===== config.mk =====
export PLATFORM = sky130hd
export DESIGN_NAME = relay_bank_with_auto_off
export DESIGN_NICKNAME = d
export VERILOG_FILES = /design/src/hdl/rbank_pkg.sv /design/src/hdl/rbank_timer_mem.sv /design/src/hdl/relay_bank_with_auto_off.sv
export SDC_FILE = /design/constraint.sdc
export NUM_CORES = 1
export LEC_CHECK = 0
export ABC_AREA = 1
export BUFFER_PORTS_ARGS = -buffer_cell sky130_fd_sc_hd__buf_4
export CAP_MARGIN = 20
export CORE_MARGIN = 2
export CORE_UTILIZATION = 35
export CTS_BUF_LIST = sky130_fd_sc_hd__clkbuf_16
export DETAILED_ROUTE_END_ITERATION = 7
export PLACE_DENSITY = 0.5
export REMOVE_ABC_BUFFERS = 1
export SYNTH_ARGS = -nofsm -noshare
export SYNTH_HDL_FRONTEND = slang
export SYNTH_SLANG_ARGS = --single-unit

===== constraint.sdc =====
create_clock -name clk -period 5.2 [get_ports clk]
set_input_delay 1.56 -clock clk [delete_from_list [all_inputs] [get_ports clk]]
set_output_delay 1.56 -clock clk [all_outputs]
set_load 0.005 [all_outputs]

===== src/hdl/rbank_pkg.sv =====
`timescale 1ns / 1ps
// Shared types and constants for the relay bank with auto-off timers.
// No dependencies.
package rbank_pkg;

	localparam int DEF_CHANNELS = 16;
	localparam int SEC_W        = 24;
	localparam int OUT_W        = 16;
	localparam int CH_W         = 4;
	localparam int CNT_W        = 5;
	localparam int CFG_W        = 16;
	localparam int REG_W        = 1;

	localparam logic [REG_W-1:0] REG_CHANNEL_COUNT = 1'd0;
	localparam logic [REG_W-1:0] REG_ACTIVE_LOW    = 1'd1;

	typedef enum logic [2:0] {
		CMD_TICK   = 3'd0,
		CMD_ON     = 3'd1,
		CMD_OFF    = 3'd2,
		CMD_TOGGLE = 3'd3,
		CMD_SET    = 3'd4,
		CMD_QUERY  = 3'd5
	} cmd_t;

	typedef struct packed {
		logic [SEC_W-1:0] dur;
		logic [SEC_W-1:0] rem;
	} timer_entry_t;

endpackage


===== src/hdl/rbank_timer_mem.sv =====
`timescale 1ns / 1ps
// Per-channel timer store: auto-off duration and countdown, one write and
// one registered read per cycle; entries never written read as zero.
// Depends on rbank_pkg.
module rbank_timer_mem import rbank_pkg::*; #(
	parameter int DEPTH = DEF_CHANNELS,
	parameter int AW    = 4
) (
	input  logic         clk,
	input  logic         arst_n,
	input  logic         we,
	input  logic [AW-1:0] waddr,
	input  timer_entry_t wdata,
	input  logic         re,
	input  logic [AW-1:0] raddr,
	output timer_entry_t rdata
);

	timer_entry_t mem [DEPTH];
	logic [DEPTH-1:0] vld_q;
	timer_entry_t rdata_q;
	logic rvld_q;

	always_ff @(posedge clk) begin
		if (we) begin
			mem[waddr] <= wdata;
		end
		if (re) begin
			rdata_q <= mem[raddr];
		end
	end

	always_ff @(posedge clk or negedge arst_n) begin
		if (!arst_n) begin
			vld_q  <= '0;
			rvld_q <= 1'b0;
		end else begin
			if (we) begin
				vld_q[waddr] <= 1'b1;
			end
			if (re) begin
				rvld_q <= vld_q[raddr];
			end
		end
	end

	assign rdata = rvld_q ? rdata_q : '0;

endmodule


===== src/hdl/relay_bank_with_auto_off.sv =====
`timescale 1ns / 1ps
// Relay bank with per-channel auto-off countdowns.
// Depends on rbank_pkg and rbank_timer_mem.
//
// Usage:
//   Input channel (in_valid/in_ready) takes one command item: cmd, channel,
//   seconds. Output channel (out_valid/out_ready) returns one result item
//   per command: status, channel_on, relay_states, pin_levels, written_mask.
//   Config port: cfg_en/cfg_idx/cfg_data, index 0 channel_count, index 1
//   pin polarity mask; write only while no item is in flight.
//   Operation: a small sequencer drives the timer store read and write
//   ports and one decrementer. A channel command passes read, execute and
//   finish steps before its result is registered; a tick walks the channels
//   with a read and an execute step each, then finishes. in_ready is high
//   only when the sequencer is idle, so one item is worked on at a time.
//   Codes 6 and 7 go straight to the finish step.
//   The result register decouples the output: the next item is accepted
//   while a result waits; if the receiver stalls, the following item holds
//   in its finish step until the register frees up.
//   Reset (arst_n low) clears relays, timers (via valid bits), config and
//   both handshakes; no clearing pass is needed.
module relay_bank_with_auto_off import rbank_pkg::*; #(
	parameter int CHANNELS = DEF_CHANNELS
) (
	input  logic              clk,
	input  logic              arst_n,
	input  logic              cfg_en,
	input  logic [REG_W-1:0]  cfg_idx,
	input  logic [CFG_W-1:0]  cfg_data,
	input  logic              in_valid,
	output logic              in_ready,
	input  logic [2:0]        cmd,
	input  logic [CH_W-1:0]   channel,
	input  logic [SEC_W-1:0]  seconds,
	output logic              out_valid,
	input  logic              out_ready,
	output logic              status,
	output logic              channel_on,
	output logic [OUT_W-1:0]  relay_states,
	output logic [OUT_W-1:0]  pin_levels,
	output logic [OUT_W-1:0]  written_mask
);

	localparam int IW = (CHANNELS > 1) ? $clog2(CHANNELS) : 1;
	localparam int PW = (CHANNELS > OUT_W) ? CHANNELS : OUT_W;
	localparam logic [5:0] CH_LIM = 6'(CHANNELS);
	localparam logic [IW-1:0] LAST_IDX = IW'(CHANNELS - 1);

	typedef enum logic [2:0] {
		S_IDLE,
		S_CRD,
		S_CEX,
		S_TRD,
		S_TEX,
		S_FIN
	} state_t;

	state_t state_q;
	cmd_t cmd_q;
	logic [CH_W-1:0] ch_q;
	logic [SEC_W-1:0] secs_q;
	logic [IW-1:0] idx_q;
	logic [CNT_W-1:0] chan_cnt_q;
	logic [OUT_W-1:0] low_mask_q;
	logic [CHANNELS-1:0] relay_q;
	logic [CHANNELS-1:0] wr_q;
	logic status_q;
	logic chon_q;

	logic out_valid_q;
	logic status_o_q;
	logic chon_o_q;
	logic [OUT_W-1:0] states_o_q;
	logic [OUT_W-1:0] pins_o_q;
	logic [OUT_W-1:0] wmask_o_q;

	logic [5:0] act;
	logic [IW-1:0] ch_idx;
	logic ch_err;
	logic relay_cur;

	logic mem_we;
	logic [IW-1:0] mem_waddr;
	timer_entry_t mem_wdata;
	logic mem_re;
	logic [IW-1:0] mem_raddr;
	timer_entry_t entry;

	logic [SEC_W-1:0] dec;
	logic rel_we;
	logic rel_val;
	logic [PW-1:0] relay_pad;
	logic [PW-1:0] wr_pad;

	rbank_timer_mem #(
		.DEPTH(CHANNELS),
		.AW   (IW)
	) u_mem (
		.clk   (clk),
		.arst_n(arst_n),
		.we    (mem_we),
		.waddr (mem_waddr),
		.wdata (mem_wdata),
		.re    (mem_re),
		.raddr (mem_raddr),
		.rdata (entry)
	);

	assign act       = ({1'b0, chan_cnt_q} > CH_LIM) ? CH_LIM : {1'b0, chan_cnt_q};
	assign ch_idx    = IW'(ch_q);
	assign ch_err    = ({2'b00, ch_q} >= act);
	assign relay_cur = relay_q[ch_idx];
	assign dec       = entry.rem - SEC_W'(1);

	assign mem_re    = (state_q == S_CRD) || (state_q == S_TRD);
	assign mem_raddr = (state_q == S_TRD) ? idx_q : ch_idx;

	// shared execute step for ticks and channel commands: one timer entry at a time
	always_comb begin
		mem_we    = 1'b0;
		mem_waddr = ch_idx;
		mem_wdata = entry;
		rel_we    = 1'b0;
		rel_val   = 1'b0;
		if (state_q == S_TEX) begin
			mem_waddr     = idx_q;
			mem_wdata.rem = dec;
			mem_we        = (entry.rem != '0);
			rel_we        = mem_we && (dec == '0) && ({1'b0, 5'(idx_q)} < act);
			rel_val       = 1'b0;
		end else if (state_q == S_CEX && !ch_err) begin
			case (cmd_q)
				CMD_ON, CMD_TOGGLE: begin
					rel_we  = 1'b1;
					rel_val = (cmd_q == CMD_ON) || !relay_cur;
					if (!rel_val) begin
						mem_we        = 1'b1;
						mem_wdata.rem = '0;
					end else if (entry.dur != '0) begin
						mem_we        = 1'b1;
						mem_wdata.rem = entry.dur;
					end
				end
				CMD_OFF: begin
					rel_we        = 1'b1;
					rel_val       = 1'b0;
					mem_we        = 1'b1;
					mem_wdata.rem = '0;
				end
				CMD_SET: begin
					mem_we        = 1'b1;
					mem_wdata.dur = secs_q;
					mem_wdata.rem = (secs_q != '0 && relay_cur) ? secs_q : '0;
				end
				default: begin
				end
			endcase
		end
	end

	assign relay_pad = PW'(relay_q);
	assign wr_pad    = PW'(wr_q);

	always_ff @(posedge clk or negedge arst_n) begin
		if (!arst_n) begin
			state_q     <= S_IDLE;
			cmd_q       <= CMD_TICK;
			ch_q        <= '0;
			secs_q      <= '0;
			idx_q       <= '0;
			chan_cnt_q  <= '0;
			low_mask_q  <= '0;
			relay_q     <= '0;
			wr_q        <= '0;
			status_q    <= 1'b0;
			chon_q      <= 1'b0;
			out_valid_q <= 1'b0;
			status_o_q  <= 1'b0;
			chon_o_q    <= 1'b0;
			states_o_q  <= '0;
			pins_o_q    <= '0;
			wmask_o_q   <= '0;
		end else begin
			if (cfg_en) begin
				case (cfg_idx)
					REG_CHANNEL_COUNT: chan_cnt_q <= cfg_data[CNT_W-1:0];
					REG_ACTIVE_LOW:    low_mask_q <= cfg_data;
					default: begin
					end
				endcase
			end

			if (out_valid_q && out_ready && state_q != S_FIN) begin
				out_valid_q <= 1'b0;
			end

			case (state_q)
				S_IDLE: begin
					if (in_valid) begin
						cmd_q    <= cmd_t'(cmd);
						ch_q     <= channel;
						secs_q   <= seconds;
						idx_q    <= '0;
						wr_q     <= '0;
						status_q <= 1'b0;
						chon_q   <= 1'b0;
						case (cmd)
							CMD_TICK:                          state_q <= S_TRD;
							CMD_ON, CMD_OFF, CMD_TOGGLE,
							CMD_SET, CMD_QUERY:                state_q <= S_CRD;
							default:                           state_q <= S_FIN;
						endcase
					end
				end
				S_CRD: begin
					state_q <= S_CEX;
				end
				S_CEX: begin
					if (ch_err) begin
						status_q <= 1'b1;
					end else begin
						if (rel_we) begin
							relay_q[ch_idx] <= rel_val;
							wr_q[ch_idx]    <= 1'b1;
							chon_q          <= rel_val;
						end else begin
							chon_q <= relay_cur;
						end
					end
					state_q <= S_FIN;
				end
				S_TRD: begin
					state_q <= S_TEX;
				end
				S_TEX: begin
					if (rel_we) begin
						relay_q[idx_q] <= 1'b0;
						wr_q[idx_q]    <= 1'b1;
					end
					if (idx_q == LAST_IDX) begin
						state_q <= S_FIN;
					end else begin
						idx_q   <= idx_q + IW'(1);
						state_q <= S_TRD;
					end
				end
				S_FIN: begin
					if (!out_valid_q || out_ready) begin
						out_valid_q <= 1'b1;
						status_o_q  <= status_q;
						chon_o_q    <= chon_q;
						states_o_q  <= relay_pad[OUT_W-1:0];
						pins_o_q    <= relay_pad[OUT_W-1:0] ^ low_mask_q;
						wmask_o_q   <= wr_pad[OUT_W-1:0];
						state_q     <= S_IDLE;
					end
				end
				default: begin
					state_q <= S_IDLE;
				end
			endcase
		end
	end

	assign in_ready     = (state_q == S_IDLE);
	assign out_valid    = out_valid_q;
	assign status       = status_o_q;
	assign channel_on   = chon_o_q;
	assign relay_states = states_o_q;
	assign pin_levels   = pins_o_q;
	assign written_mask = wmask_o_q;

endmodule


==> results_dict.tcl, run 1 <==
set metrics [dict create \
    status "completed" \
    powerDensity_mw_per_mm2 627 \
    clk_latency_ns 0.69 \
    startpoint "chan_cnt_q[0]$_DFFE_PN0P_" \
    diodes 0 \
    num-nets-final 3707 \
    ys_top_cells_by_area "edfxtp_1, dfrtp_1, o21ai_0, nand2_1, nor2_1" \
    die_w_um 347 \
    min_from "u_mem.vld_q[6]$_DFFE_PN0P_" \
    synthFlopType "edfxtp_1" \
    rsz0062_at_grt "false" \
    cts_setup_buffers 0 \
    grt_pass1_vias 26900 \
    synth_top_area_share_pct 59.7 \
    r2r_cells 19 \
    max_slew_margin_pct 23.8 \
    synth.most_common_cell "edfxtp_1" \
    vdd_ir_drop_max_mv 0.358 \
    wl_um 122000 \
    synth_top_area_cell "edfxtp_1" \
    cp_max_fo 38 \
    cts_tree "done" \
    hpwl_um 69600 \
    dpl_worst_slack_ns 1.19 \
    whs_ns 0.467 \
    path_delay_family "simple AND/OR/NAND/NOR gates" \
    overflow 0 \
    cts_hold_buf 0 \
    place_area_mm2 0.0440 \
    hp-class "reg2reg" \
    finClkSkew_ns 0.0315 \
    ys_types 47 \
    row_count 125 \
    cts-root-buf "clkbuf_16" \
    async_flop_share_pct 16.5 \
    wire_per_inst_um 23.1 \
    routabilityCongestion 0.904 \
    p_leak_nw 16.7 \
    fillers 11100 \
    max_freq_mhz 248 \
    r2r_slack_ns 1.17 \
    start_kind "flop" \
    antenna_found_initial 0 \
    grt_max_degree 158 \
    drt_iter0_drc 2727 \
    path_cells "nor2_1 > nand2_1 > nand2_1 > nand2_1 > ha_1 > a21oi_1 > nor2_1 > a211oi_1 > nand2_1 > nor2_2 > inv_1 > nor2_4 > inv_1 > nand2_1 > inv_2 > o21a_2 > buf_4 > nor2_4 > buf_12" \
    crit_path_end_kind "flop" \
    viasPerCell 5.36 \
    finalSetupViolCount 0 \
    cts.sinks 977 \
    hold_end "u_mem.vld_q[6]$_DFFE_PN0P_" \
    ys_seq_area_share_pct 69.5 \
    crit_slowest_cell "o21a_2" \
    fin_ws_ns 1.17 \
    drive_gt1_share_pct 11.9 \
    core-area_mm2 0.116 \
    fin_crit_ns 4.03 \
    yosysWarnings 0 \
    drc 0 \
    worstPathArrival_ns 4.37 \
    htreeDepth 3 \
    rr_startpoint "chan_cnt_q[0]$_DFFE_PN0P_" \
    total_power_mw 29.7 \
    drt-pass1-iter-count 5 \
    start_util_pct 35.3 \
    syn_area_per_cell_um2 11.6 \
    fp.dieH_um 347 \
    netlist_area_mm2 0.0411 \
    postRouteAntennaNets 0 \
    hold_depth 1 \
    design.die.area_mm2 0.120 \
    fin_area_mm2 0.0473 \
    crit_buf_inv 5 \
    synth_common_cells "edfxtp_1, nand2_1, o21ai_0, nor2_1, clkbuf_1" \
    min_period_over_period_pct 77.5 \
    drv_cap 0 \
    area_growth_syn_to_layout_pct 15.1 \
    ys_ff_latch 977 \
    vias 28200 \
    clockBufferDepth 3 \
    critical_path_class "reg2reg" \
    numCtsBuffers 105 \
    port_buffers 104 \
    cts_resized 0 \
    tns_ns 0 \
    maxSlewViolCount 0 \
    synth-edff-count 816 \
    cp_common_cell "nand2_1" \
    hold_viol_final 0 \
    track_usage_pct 19.9 \
    num_io_pins 105 \
    crit_required_ns 5.53 \
    syn_inst 3551 \
    grt_pass1_wl_um 180000 \
    cpPeakStageDelay_ns 0.40 \
    worst_pin_slew_ns 1.14 \
    r2r-end "u_mem.mem[1][34]$_DFFE_PP_" \
    clkTransAtPathRegs_ns 0.06 \
]
## report_power, final
| part | internal, mW | switching, mW |
|---|---|---|
| registers | 10.9 | 0.725 |
| logic | 2.84 | 7.97 |
| clock network | 4.11 | 3.09 |
| total | 17.9 | 11.8 |
## registers in the layout (all words and copies together) (netlist names), 3 cells and up
register	cells
u_mem.mem	768
u_mem.rdata_q	48
secs_q	24
low_mask_q	16
pin_levels	16
relay_pad	16
relay_states	16
u_mem.vld_q	16
wr_pad	16
written_mask	16
chan_cnt_q	5
ch_idx	4
idx_q	4
cmd_q	3
state_q	3
## cells in the final DEF, fill, tap and decap left out, types with 12 or more instances in the layout
| cell type | n |
|---|---|
| a21oi_1 | 17 |
| buf_12 | 14 |
| buf_4 | 190 |
| clkbuf_16 | 107 |
| clkinv_1 | 28 |
| clkinv_2 | 16 |
| dfrtp_1 | 160 |
| edfxtp_1 | 816 |
| ha_1 | 14 |
| inv_1 | 125 |
| nand2_1 | 564 |
| nand2_2 | 17 |
| nand3_1 | 142 |
| nand4_1 | 12 |
| nor2_1 | 482 |
| nor2_4 | 28 |
| o211ai_1 | 63 |
| o21ai_0 | 554 |
| o21ai_1 | 33 |
| o21bai_1 | 17 |
| o221ai_1 | 146 |
| o22ai_1 | 57 |
| xnor2_1 | 17 |
## through the flow
stage / instances / utilization (%)
2_1_floorplan: 3326 / -
3_3_place_gp: 5052 / 37.8
3_5_place_dp: 5055 / 37.8
4_1_cts: 5252 / 40.6
5_1_grt: 5254 / 40.6
6_report: 5254 / 40.6
## kinds of logic after synthesis
group	after synthesis	share of synthesized area (%)
muxes	11	0.302
adders and majority gates	14	0.426
AOI/OAI and AO/OA	906	13.2
DFF	977	69.5
xor gates and xnor gates	21	0.448
and+or+nand+nor	1286	12.9
buffers and inverters	336	3.33
## worst reg2reg max path, cell delays in order, from the launching register on
cell and delay [ns]:
dfrtp_1 0.39, nor2_1 0.11, nand2_1 0.07, nand2_1 0.07, nand2_1 0.08, ha_1 0.32, a21oi_1 0.15, nor2_1 0.06
a211oi_1 0.20, nand2_1 0.15, nor2_2 0.17, inv_1 0.10, nor2_4 0.09, inv_1 0.04, nand2_1 0.13, inv_2 0.19
o21a_2 0.40, buf_4 0.26, nor2_4 0.33, buf_12 0.35
## cell type report
type | instances | area [um2] | area share, %
inverters | 111 | 437 | 0.923
clock inverters | 90 | 623 | 1.32
flip-flops and latches | 977 | 28500 | 60.3
clock buffers | 107 | 2680 | 5.66
well taps | 1524 | 1910 | 4.03
multi-input cells | 2238 | 11400 | 24.0
repair buffers | 207 | 1740 | 3.68
## metal layers
metal	up-vias	wire (um)	GRT usage, %
met1	14100	55400	28.2
met5	-	0	0
met4	0	2750	5.00
li1	13100	-	-
met2	828	57000	32.1
met3	164	6390	2.86
## worst max-delay path by stage
stage	end	slack, ns	cells past startpoint
2_1_floorplan	u_mem.rdata_q[12]$_DFFE_PP_	-13.61	9
3_3_place_gp	u_mem.mem[1][39]$_DFFE_PP_	1.12	19
3_5_place_dp	u_mem.mem[1][46]$_DFFE_PP_	1.19	19
4_1_cts	u_mem.mem[1][34]$_DFFE_PP_	1.15	19
5_1_grt	u_mem.mem[1][34]$_DFFE_PP_	0.82	19
6_report	u_mem.mem[1][34]$_DFFE_PP_	1.17	19
(Power assumes the default switching activity.)
==> run 2: changes to the inputs <==
Clock period 5.2 ns to 3.3 ns, I/O delays scaled along.
==> results_dict.tcl, run 2 (synthesis gave the netlist of run 1 again) <==
set metrics [dict create \
    crit_required_ns 3.71 \
    p_leak_nw 17.7 \
    wl_um 132000 \
    finClkSkew_ns 0.0383 \
    busiest_layer "met2" \
    num_io_pins 105 \
    drive_gt1_share_pct 15.7 \
    fin_ws_ns 0.105 \
    cts.sinks 977 \
    track_usage_pct 21.5 \
    mostFrequentLayoutCells "edfxtp_1, o21ai_0, nand2_1, nor2_1, buf_4" \
    max_freq_mhz 313 \
    wire_per_inst_um 24.6 \
    power.share.switching_pct 39.6 \
    core-area_mm2 0.116 \
    power.clock.fraction_pct 23.7 \
    diodes 0 \
    fin_crit_ns 3.20 \
    max_slew_margin_pct 27.7 \
    num-nets-final 3850 \
    layout_commonest_cell "edfxtp_1" \
    routabilityCongestion 0.879 \
    clk_latency_ns 0.70 \
    overflow 0 \
    fp.dieH_um 347 \
    largest_register_ffs 768 \
    row_count 125 \
    fin_area_mm2 0.0493 \
    drv_cap 0 \
    worstPathArrival_ns 3.60 \
    cp_max_fo 8 \
    sequentialPowerShare_pct 36.5 \
    vdd_ir_drop_max_mv 0.712 \
    crit_path_end_kind "flop" \
    start_util_pct 35.3 \
    place_area_mm2 0.0454 \
    area_growth_syn_to_layout_pct 20.1 \
    hold_viol_final 0 \
    design.die.area_mm2 0.120 \
    numCtsBuffers 105 \
    port_buffers 104 \
    clockBufferDepth 3 \
    use_met2_pct 34.8 \
    rsz0062_at_grt "true" \
    hp-class "in2async" \
    finalSetupViolCount 0 \
    grt_max_degree 107 \
    instances_no_fill 5391 \
    viasPerCell 5.43 \
    cts_hold_buf 0 \
    gr-usage-met1_pct 30.1 \
    met3_usage_pct 2.98 \
    dpl_worst_slack_ns -0.118 \
    die_w_um 347 \
    postRouteAntennaNets 0 \
    vias 29300 \
    status "completed" \
    grt_pass1_vias 28500 \
    drc 0 \
    top_register "u_mem.mem" \
    worst_pin_slew_ns 1.08 \
    switching_power_mw 19.8 \
    start_kind "flop" \
    internal-power_mw 30.1 \
    hpwl_um 78500 \
    grt_pass1_wl_um 193000 \
    maxSlewViolCount 0 \
    cts_tree "done" \
    cts-root-buf "clkbuf_16" \
    top_regs "u_mem.mem (768), u_mem.rdata_q (48), secs_q (24)" \
    min_period_over_period_pct 96.8 \
    drt_iter0_drc 3009 \
    clkTransAtPathRegs_ns 0.06 \
    p_comb_share_pct 39.8 \
    fillers 11000 \
    antenna_found_initial 1 \
    critical_path_class "reg2reg" \
    drt-pass1-iter-count 5 \
    powerDensity_mw_per_mm2 1010 \
    placed_cells 5175 \
    htreeDepth 3 \
]
-- run 2: power groups by stage --
stage                     clock network, mW  registers [mW]  logic (mW)
after floorplan                           0            18.1        9.07
after global placement                    0            18.4        19.5
after detailed placement                  0            18.4        19.5
after CTS                              12.0            18.2        19.7
after global routing                   12.5            18.3        21.6
final                                  11.8            18.2        19.9
-- run 2: what timing repair did --
action                                  4_1_cts  5_1_grt
pin swaps                                     3       11
setup buffers                                10        7
resized for setup                             8       20
endpoints found under the setup margin      359      857
gates cloned                                  2        6
-- run 2: routing by layer --
metal	routed length, um	part of all wire [%]
met1	59200	45
met2	62100	47
met3	7970	6.0
met4	3210	2.4
met5	15	0.011
-- run 2: path summary, 6_finish.rpt --
path / start / to / slack (ns) / depth (start not counted)
min reg2reg: u_mem.vld_q[1]$_DFFE_PN0P_ / u_mem.vld_q[1]$_DFFE_PN0P_ / 0.47 / 1
max reg2reg: ch_idx[1]$_DFFE_PN0P_ / u_mem.mem[4][12]$_DFFE_PP_ / 0.10 / 17
max in group asynchronous: arst_n / chan_cnt_q[4]$_DFFE_PN0P_ / 2.17 / 2
min: arst_n / relay_states[15]$_DFFE_PN0P_ / 0.27 / 1
min in group clk: u_mem.vld_q[1]$_DFFE_PN0P_ / u_mem.vld_q[1]$_DFFE_PN0P_ / 0.47 / 1
max: ch_idx[1]$_DFFE_PN0P_ / u_mem.mem[4][12]$_DFFE_PP_ / 0.10 / 17
-- run 2: layout make-up --
class	instances	area, um2	share of cell area [%]
clock buffer	108	2700	5.48
tap	1524	1910	3.87
sequential	977	28500	57.8
timing repair buffer	350	3580	7.26
clock inverter	83	728	1.48
multi-input combinational	2238	11400	23.2
inverter	111	434	0.880
-- run 2: per-stage QoR --
step	hold WS, ns	utilization [%]	power (mW)	setup TNS, ns
2_1_floorplan	0.438	-	27.2	-4933.72
3_3_place_gp	0.453	39.1	38.0	-41.20
3_5_place_dp	0.457	39.1	37.9	-4.18
4_1_cts	0.257	42.2	49.9	-0.00866
5_1_grt	0.295	42.4	52.4	-1.74
6_report	0.273	42.4	49.9	0
-- run 2: worst max-delay path: stages (launching register included) --
cell and delay, ns:
dfrtp_1 0.46, buf_4 0.19, nor2_2 0.28, a22oi_1 0.14, o221ai_1 0.09, nand2_1 0.10
nand2_1 0.06, inv_1 0.04, nand2_1 0.18, nand2_1 0.11, nand2_1 0.14, nor2_1 0.07
o21a_4 0.25, buf_12 0.14, buf_6 0.12, nor2_4 0.12, buf_12 0.22, clkbuf_16 0.21
